<file path="config.mk">
export PLATFORM = sky130hd
export DESIGN_NAME = mmpc_regs
export DESIGN_NICKNAME = d
export VERILOG_FILES = /design/src/sv/mmpc_pkg.sv /design/src/sv/mmpc_regs.sv
export SDC_FILE = /design/constraint.sdc
export NUM_CORES = 1
export LEC_CHECK = 0
export ABC_AREA = 1
export BUFFER_PORTS_ARGS = -buffer_cell sky130_fd_sc_hd__clkbuf_2
export CORE_ASPECT_RATIO = 0.7
export CORE_MARGIN = 4
export CORE_UTILIZATION = 45
export CTS_CLUSTER_SIZE = 10
export DETAILED_ROUTE_END_ITERATION = 10
export PLACE_DENSITY_LB_ADDON = 0.15
export SKIP_CTS_REPAIR_TIMING = 1
export SYNTH_ARGS = -nofsm -noshare
export SYNTH_HDL_FRONTEND = slang
export SYNTH_SLANG_ARGS = --single-unit
</file>
<file path="constraint.sdc">
create_clock -name clk -period 1.1 [get_ports clk]
set_input_delay 0.055 -clock clk [delete_from_list [all_inputs] [get_ports clk]]
set_output_delay 0.055 -clock clk [all_outputs]
set_load 0.005 [all_outputs]
</file>
<file path="src/sv/mmpc_pkg.sv">
// Package for the magnetometer pulse counter: widths, register map, state codes.
// No dependencies.
`default_nettype none
package mmpc_pkg;
    localparam int WINDOW_DEPTH = 512;
    localparam int PTR_W = $clog2(WINDOW_DEPTH);
    localparam int FILL_W = $clog2(WINDOW_DEPTH + 1);
    localparam int SUM_W = 16 + FILL_W;
    localparam int ADDR_W = 4;

    localparam logic [1:0] REG_HIGH = 2'd0;
    localparam logic [1:0] REG_LOW = 2'd1;
    localparam logic [1:0] REG_MARGIN = 2'd2;
    localparam logic [1:0] REG_PERIOD = 2'd3;

    typedef enum logic [2:0] {
        ST_IDLE,
        ST_SQ,
        ST_ROOT,
        ST_READ,
        ST_DIV,
        ST_OUT
    } state_t;

    typedef struct packed {
        logic [15:0] high;
        logic [15:0] low;
        logic [15:0] margin;
        logic [15:0] period;
    } cfg_t;
endpackage
`default_nettype wire

</file>
<file path="src/sv/mmpc_regs.sv">
// APB configuration registers of the pulse counter.
// Depends on mmpc_pkg.
`default_nettype none
module mmpc_regs
    import mmpc_pkg::*;
(
    input  wire logic              clk,
    input  wire logic              rst_n,
    input  wire logic              psel,
    input  wire logic              penable,
    input  wire logic              pwrite,
    input  wire logic [ADDR_W-1:0] paddr,
    input  wire logic [31:0]       pwdata,
    output logic      [31:0]       prdata,
    output logic                   pready,
    output cfg_t                   cfg
);
    cfg_t cfg_reg;
    logic wr;
    assign pready = 1'b1;
    assign cfg = cfg_reg;
    assign wr = psel && penable && pwrite;

    // Write a register on the access beat
    always_ff @(posedge clk or negedge rst_n)
    begin
        if (!rst_n)
        begin
            cfg_reg.high <= 16'd17000;
            cfg_reg.low <= 16'd3000;
            cfg_reg.margin <= 16'd500;
            cfg_reg.period <= 16'd79;
        end
        else if (wr)
        begin
            case (paddr[3:2])
                REG_HIGH: cfg_reg.high <= pwdata[15:0];
                REG_LOW: cfg_reg.low <= pwdata[15:0];
                REG_MARGIN: cfg_reg.margin <= pwdata[15:0];
                REG_PERIOD: cfg_reg.period <= pwdata[15:0];
                default: ;
            endcase
        end
    end

    // Return the addressed register
    always_comb
    begin
        prdata = 32'd0;
        case (paddr[3:2])
            REG_HIGH: prdata = {16'd0, cfg_reg.high};
            REG_LOW: prdata = {16'd0, cfg_reg.low};
            REG_MARGIN: prdata = {16'd0, cfg_reg.margin};
            REG_PERIOD: prdata = {16'd0, cfg_reg.period};
            default: prdata = 32'd0;
        endcase
    end
endmodule
`default_nettype wire

</file>
## After elaboration in Yosys (flattened, before gate mapping)

Index checks and enable logic that the tools add are counted.

- Muxes and demuxes: 1
- Reduce and logical (&&, ||, !) cells: 7
- Eq/ne operators: 3

Operator list:

| operator | count |
|---|---|
| 32-bit one-hot mux with 4 select lines | 1 |
| 2-bit AND reduction | 4 |
| 2-bit == test (second input constant) | 2 |
| 2-bit by 1-bit == test with 1-bit output (second input constant) | 1 |
| 1-bit logical AND | 2 |
| 2-bit zero test | 1 |

- Register bits after elaboration: 64
- Word-level logic and storage cells: 15

## Depth between registers and ports, before layout

Gate-level depths: netlist (run 1).

- Word-level depth: 3
- Depth in mapped cells: 8
- Mapped depth without buffers: 6

## Worst setup path before layout (run 1)

No wires, ideal clock.

- Path type: in2reg
- Start point: input port paddr[3]
- End point: register cfg_reg, in the netlist cfg[48]
- Buffers on the path: 2
- Path slack: 302 ps
- Stages: 6
- Library setup time: 117 ps
- Arrival time: 682 ps
- Path through: buf_6 -> nor2_4 -> nand2_4 -> buf_6 -> nand2_1 -> nand2_1

- Longest elaborated chain between the ends: 2

Ends and longest elaborated chain:

| item | line | source |
|---|---|---|
| start: declaration | mmpc_regs.sv:12 | `input wire logic [ADDR_W-1:0] paddr,` |
| 2-bit zero test | mmpc_regs.sv:36 | `case (paddr[3:2])` |
| 2-bit AND reduction (no source line) | -- |  |
| end: declaration | mmpc_regs.sv:18 | `cfg_t cfg_reg;` |

Every way passes these cells.
A chain may end at the register's enable or synchronous reset.

## Worst setup path after layout (run 1)

- Start point: register cfg_reg, in the netlist cfg[0]
- End point: output port prdata[0]

- Longest elaborated chain between the ends: 1

Ends and longest elaborated chain:

| item | line | source |
|---|---|---|
| 32-bit one-hot mux with 4 select lines | mmpc_regs.sv:50 | `case (paddr[3:2])` |
| end: declaration | mmpc_regs.sv:14 | `output logic [31:0] prdata,` |

Every way passes these cells. The select of a mux whose other input is x is not followed.

==> summary.md, run 1 <==
| Metric | Value |
|---|---|
| Drt first pass iters | `6` |
| Synthesis-to-layout area growth | `37.8%` |
| DPL Wire Length | `between 6 and 7 mm` |
| Synth Register Bits | `64` |
| Combinational fraction of design power | `0.286` |
| Fmax | `806 MHz` |
| DRC Markers | `0` |
| WL/cell | `15.2 um` |
| Slowest stage delay, CP | `roughly 0.55 ns` |
| Sequential area share after synthesis | `0.501` |
| Clock buffer depth | `2` |
| Root Driver | `clkbuf_8` |
| Mapped Area | `3260 um^2` |
| CP Class | `reg2out` |
| RSZ-0062 raised after global routing | `yes` |
| TritonCTS clock tree | `built` |
| GPL Wtd Cong | `0.809` |
| Final Instance Area | `about 4500 um^2` |
| DR vias | `3,215` |
| Total core area | `around 7000 um^2` |
| Critical path cell sequence | `nand3_2 > nand4_1 > clkbuf_2` |
| Unique masters post-synth | `18` |
| Antenna-violating nets left | `0` |
| Net Sw Power | `0.00228 W` |
| Initial Util | `0.473` |
| Max VDD drop | `~750 uV` |
| DP Area | `3850 um^2` |
| Max Cap Viol | `0` |
| Final period utilization | `1.13` |
| Final setup skew | `0 ns` |
| Max-slew violation count | `0` |
| Violated checks | `negative setup slack` |
| Syn Inst Count | `396` |
| Fillcell total | `608` |
| Detailed Route WL | `about 9.8 mm` |
| Clk pwr share | `0.237` |
| Critical path peak fanout | `2` |
| CTS sink count | `64` |
| Max FFs per register | `64` |
| DR iter-0 viols | `221` |
| Total congestion overflow | `0` |
| WP data required | `1.04 ns` |
| Vias in the first global route | `2,884` |
| Arr. time, crit path | `1.19 ns` |
| PnR worst setup slack | `-0.141 ns` |
| Die ar. | `8680 um^2` |
| Critical Path Source Type | `register` |
| Sw frac | `0.321` |
| Antenna fix cells | `0` |
| Final Hold Viols | `0` |
| # nets final | `around 590` |
| Worst-Skew Late Latency | `0.34 ns` |
| Num CTS Buffers | `9` |
| Crit path time final | `1.24 ns` |
| IO Port Bufs | `102` |
| GR Util All Layers | `0.223` |
| Sequential power share | `0.477` |
| H-tree levels | `3` |
| Drt via density | `roughly 5` |
| Delay-heaviest family, CP | `flip-flops` |
| Avg Cell Area, Syn | `8.22 um^2` |
| Yosys warning total | `0` |
| CP bufs+invs | `1` |
| # IOs | `138` |
| Reg clk slew, reported paths | `0.07 ns` |
| Static leakage | `2.45 nW` |
| First-pass GRT wire length | `14.8 mm` |
| Layout cell share with drive strength beyond 1 | `0.393` |
| Die width | `around 110 um` |
| Critical Path Sink Type | `primary output` |
| Slowest-stage cell, CP | `dfstp_2` |
| Status | `complete, but fails checks` |
| HP Class | `in2reg` |
| Die height | `~80 um` |
| Placed Cells | `594` |
| Final Instance Count excl. Fillers | `roughly 650` |
| Largest net degree at the start of global routing | `65` |
| Layout Utilization | `0.652` |
| Row count | `25` |
| Antenna violations before repair | `0` |
| Cell Int Power | `0.00484 W` |
| Power Density | `1590 nW/um^2` |
| Final setup vio count | `22` |
power by group through the flow:
stage	Combinational [W]	Clock (W)	Sequential [W]
2_1_floorplan	0.000726	0	0.00338
3_5_place_dp	0.00162	0	0.00342
3_3_place_gp	0.00158	0	0.00341
4_1_cts	0.00162	0.00173	0.00338
6_report	0.00203	0.00169	0.00340
5_1_grt	0.00228	0.00184	0.00345
area by class of cell:
| cell class | count | area, um^2 | area share |
|---|---|---|---|
| timing repair buffer | 161 | 1100 | 0.245 |
| inverter | 6 | 32.5 | 0.00725 |
| clock inverter | 4 | 22.5 | 0.00502 |
| multi-input combinational | 305 | 1450 | 0.323 |
| tap | 94 | 118 | 0.0262 |
| clock buffer | 12 | 135 | 0.0301 |
| sequential | 64 | 1630 | 0.363 |
metal layers:
metal / part of all wire / routed length [um] / up-vias / global-route usage
met4: 0.011 / 104 / 0 / 0.0635
met2: 0.48 / 4740 / 161 / 0.357
li1: - / - / 1531 / -
met5: 0 / 0 / - / 0
met3: 0.10 / 995 / 14 / 0.0674
met1: 0.41 / 3980 / 1509 / 0.292
stage by stage:
| step | power [W] | hold slack (ns) | setup TNS [ns] | setup slack [ns] |
|---|---|---|---|---|
| finish | 0.00712 | 0.259 | -1.58 | -0.141 |
| floorplan | 0.00411 | -0.241 | 0 | 0.302 |
| detailed placement | 0.00504 | 0.102 | 0 | 0.0763 |
| CTS | 0.00674 | -0.262 | -1.82 | -0.175 |
| global route | 0.00758 | 0.272 | -3.03 | -0.211 |
| global placement | 0.00499 | 0.100 | 0 | 0.0967 |
tightest hold or removal path, stage by stage:
cell and delay, ns:
clkbuf_2 0.11, nand3_4 0.13, nor2_4 0.05, buf_4 0.14, nand2_1 0.05, nand2_1 0.05
synthesized netlist by cell type:
library cell | number | area share
buf_4 | 17 | 0.039
conb_1 | 2 | 0.0023
nand3_4 | 1 | 0.0054
nand2_4 | 6 | 0.021
nand2_1 | 208 | 0.24
nor2_4 | 5 | 0.017
clkbuf_1 | 1 | 0.0012
inv_1 | 2 | 0.0023
nor2_8 | 1 | 0.0061
buf_6 | 10 | 0.035
nand2_2 | 3 | 0.0058
buf_2 | 8 | 0.012
dfrtp_1 | 41 | 0.32
inv_2 | 2 | 0.0023
nand4_1 | 16 | 0.031
nand3_1 | 48 | 0.074
inv_6 | 2 | 0.0054
dfstp_2 | 23 | 0.19
kinds of logic (layout without fill, tap and decap cells):
| logic type | count (synthesis) | count (layout) | share of synthesized area |
|---|---|---|---|
| buffers and inverters | 42 | 183 | 0.0972 |
| other | 2 | 17 | 0.00231 |
| AND/OR/NAND/NOR | 288 | 288 | 0.400 |
| flip-flops | 64 | 64 | 0.501 |
worst paths after layout:
check | startpoint | endpoint | slack (ns) | cells after the start
hold / removal | penable | cfg[37]$_DFFE_PN1P_ | 0.26 | 6
min in group asynchronous | rst_n | cfg[55]$_DFFE_PN0P_ | 0.27 | 3
setup reg to reg | cfg[37]$_DFFE_PN1P_ | cfg[37]$_DFFE_PN1P_ | 0.26 | 3
setup / recovery | cfg[0]$_DFFE_PN1P_ | prdata[0] | -0.14 | 3
max in group asynchronous | rst_n | cfg[37]$_DFFE_PN1P_ | 0.50 | 3
hold reg to reg | cfg[57]$_DFFE_PN1P_ | cfg[57]$_DFFE_PN1P_ | 0.47 | 2
cell usage in the layout (no fill, tap or decap), drive strengths merged:
| master | n |
|---|---|
| conb | 17 |
| dfstp | 23 |
| clkinv | 3 |
| nand2 | 217 |
| nand3 | 49 |
| nor2 | 6 |
| clkbuf | 91 |
| buf | 65 |
| nand4 | 16 |
| inv | 6 |
| clkinvlp | 1 |
| dfrtp | 41 |
| dlygate4sd3 | 17 |
Power figures use the tool's default switching activity.
==> run 2, diff against run 1 <==
- CORE_UTILIZATION: 45 -> 33
==> run 2 against run 1 <==
Via count down 3.5%. Clock skew unchanged. Die area is 33% higher. Design area rose by 2.0%. Total power increased by 17%. Register-to-register slack better by 0.03 ns. The run ends with negative hold slack, negative setup slack left. Largest power group unchanged. Sequential cell count did not move. Non-clock buffer count shrank 7. Maximum frequency grew 0.65%. Sequential share of layout area decreased by 0.72 points.
==> summary.md, run 2 (same netlist as run 1, synthesis figures left out) <==
| Metric | Value |
|---|---|
| Status | `complete, but fails checks (unchanged)` |
| Violated checks | `negative hold slack, negative setup slack (was negative setup slack)` |
| DR vias | `3,103 (was 3,215)` |
| Critical Path Sink Type | `primary output (unchanged)` |
| Final setup vio count | `20 (was 22)` |
| # IOs | `138 (unchanged)` |
| Final Instance Count excl. Fillers | `673 (was 646)` |
| Antenna-violating nets left | `0 (unchanged)` |
| Initial Util | `0.337 (was 0.473)` |
| Layout Utilization | `0.475 (was 0.652)` |
| Leading cell type in the layout, fill and taps excluded | `nand2_1 (unchanged)` |
| Critical Path Start | `cfg[40]$_DFFE_PN1P_ (was cfg[0]$_DFFE_PN1P_)` |
| Final period utilization | `1.12 (was 1.13)` |
| HP Class | `in2reg (unchanged)` |
| Slowest-stage cell, CP | `dfstp_2 (unchanged)` |
| Final Hold Viols | `16 (was 0)` |
| CP Class | `reg2out (unchanged)` |
| Die ar. | `11,500 um^2 (was 8680 um^2)` |
| Antenna violations before repair | `0 (unchanged)` |
| WHS Endpoint | `cfg[40]$_DFFE_PN1P_ (was cfg[37]$_DFFE_PN1P_)` |
| Hold Crit Start | `pwdata[8] (was penable)` |
| Critical path peak fanout | `3 (was 2)` |
| Fin Hold WS | `-0.0333 ns (was 0.259 ns)` |
| H-tree levels | `3 (unchanged)` |
| Crit path time final | `1.23 ns (was 1.24 ns)` |
| Synthesis-to-layout area growth | `40.6% (was 37.8%)` |
| Max VDD drop | `877 uV (was 754 uV)` |
| Die height | `91.1 um (was 79.2 um)` |
| Max Cap Viol | `0 (unchanged)` |
| Worst r2r dst | `cfg[37]$_DFFE_PN1P_ (unchanged)` |
| GPL Wtd Cong | `0.781 (was 0.809)` |
| Placed Cells | `627 (was 594)` |
| WP data required | `1.04 ns (about the same)` |
| Drt via density | `4.61 (was 4.98)` |
| TritonCTS clock tree | `built (unchanged)` |
| Detailed Route WL | `10.5 mm (was 9.82 mm)` |
| Reg clk slew, reported paths | `0.05 ns (was 0.07 ns)` |
| Max FFs per register | `64 (unchanged)` |
| Clock buffer depth | `2 (unchanged)` |
| # nets final | `581 (was 588)` |
| Antenna fix cells | `0 (unchanged)` |
| DPL Wire Length | `7.10 mm (was 6.60 mm)` |
| Arr. time, crit path | `1.18 ns (was 1.19 ns)` |
| Most frequent cells in the layout | `208 x nand2_1, 86 x clkbuf_2, 41 x dfrtp_1, 35 x buf_4, 34 x nand3_1 (was 208 x nand2_1, 79 x clkbuf_2, 41 x dfrtp_1, 36 x buf_4, 31 x nand3_1)` |
| Final setup skew | `0 ns (unchanged)` |
| Power Density | `1820 nW/um^2 (was 1590 nW/um^2)` |
| Total core area | `9650 um^2 (was 6880 um^2)` |
| Critical path cell sequence | `nand3_1 > nand4_1 > clkbuf_2 (was nand3_2 > nand4_1 > clkbuf_2)` |
| DR iter-0 viols | `151 (was 221)` |
| Worst R2R Setup Slack | `0.29 ns (was 0.26 ns)` |
| Vias in the first global route | `3,016 (was 2,884)` |
| WL/cell | `15.6 um (was 15.2 um)` |
| IO Port Bufs | `102 (unchanged)` |
| Static leakage | `2.49 nW (was 2.45 nW)` |
| Root Driver | `clkbuf_16 (was clkbuf_8)` |
| Total Power | `0.00833 W (was 0.00712 W)` |
| Fmax | `811 MHz (was 806 MHz)` |
| First-pass GRT wire length | `16.5 mm (was 14.8 mm)` |
| Total congestion overflow | `0 (unchanged)` |
| Row count | `30 (was 25)` |
| Critical Path Source Type | `register (unchanged)` |
| Layout cell share with drive strength beyond 1 | `0.393 (about the same)` |
| Drt first pass iters | `5 (was 6)` |
| Worst-Skew Late Latency | `0.33 ns (was 0.34 ns)` |
| DRC Markers | `0 (unchanged)` |
| Slowest stage delay, CP | `0.55 ns (about the same)` |
| Worst slack, placed | `0.0149 ns (was 0.0763 ns)` |
| Num CTS Buffers | `9 (unchanged)` |
| CTS sink count | `64 (unchanged)` |
| Worst Reg-to-Reg Cells | `3 (unchanged)` |
| RSZ-0062 raised after global routing | `yes (unchanged)` |
| GR Util All Layers | `0.182 (was 0.223)` |
| PnR worst setup slack | `-0.133 ns (was -0.141 ns)` |
| Die width | `127 um (was 110 um)` |
| FF-to-FF Start | `cfg[37]$_DFFE_PN1P_ (unchanged)` |
| Max-slew violation count | `0 (unchanged)` |
| Largest net degree at the start of global routing | `65 (unchanged)` |
| Hold Crit Depth | `3 (was 6)` |
-- run 2: cell types whose count changed in the layout (fill, tap and decap cells not counted), moves of 2 or more --
cell           delta
nand3_2           -3
buf_6             -8
clkbuf_2          +7
nand3_1           +3
dlygate4sd3_1     -5
clkbuf_1          -2
clkbuf_8          -5
clkbuf_16         +9
clkinv_2          -2
-- run 2: worst max path at each step --
stage / end / slack (ns)
2_1_floorplan: cfg[48]$_DFFE_PN0P_ / 0.30
3_3_place_gp: prdata[12] / 0.04
3_5_place_dp: prdata[14] / 0.01
4_1_cts: prdata[2] / -0.15
5_1_grt: prdata[8] / -0.17
6_report: prdata[8] / -0.13
-- run 2: metal layers --
metal	wire length, um	global-route usage	vias up	share of wire
met1	5160	0.255	1476	0.49
met2	4620	0.277	105	0.44
met3	638	0.0506	7	0.061
li1	-	-	1515	-
met4	61	0.0464	0	0.0058
met5	0	0	-	0
-- run 2: layout make-up --
| class | count | area, um^2 |
|---|---|---|
| fillers | 953 | 5070 |
| flip-flops and latches | 64 | 1630 |
| multi-input cells | 305 | 1440 |
| repair buffers | 154 | 1000 |
| clock buffers | 14 | 284 |
| well taps | 128 | 160 |
| clock inverters | 2 | 35.0 |
| inverters | 6 | 32.5 |
-- run 2: metrics by stage --
stage	area, um^2	TNS, ns
floorplan	3310	0
global placement	3900	0
detailed placement	3900	0
CTS	4220	-1.67
global route	4580	-2.40
finish	4580	-1.40
-- run 2: worst max-delay path: cells and delay by family (launching register included) --
kind	cells	cell delay, ns
buffers and inverters	1	0.11
DFF	1	0.55
and+or+nand+nor	2	0.20
-- run 2: power by group --
group	switching (W)	total, W	internal, W
registers	0.000446	0.00342	0.00297
logic	0.000933	0.00191	0.000973
clock network	0.00101	0.00300	0.00200
total	0.00239	0.00833	0.00594
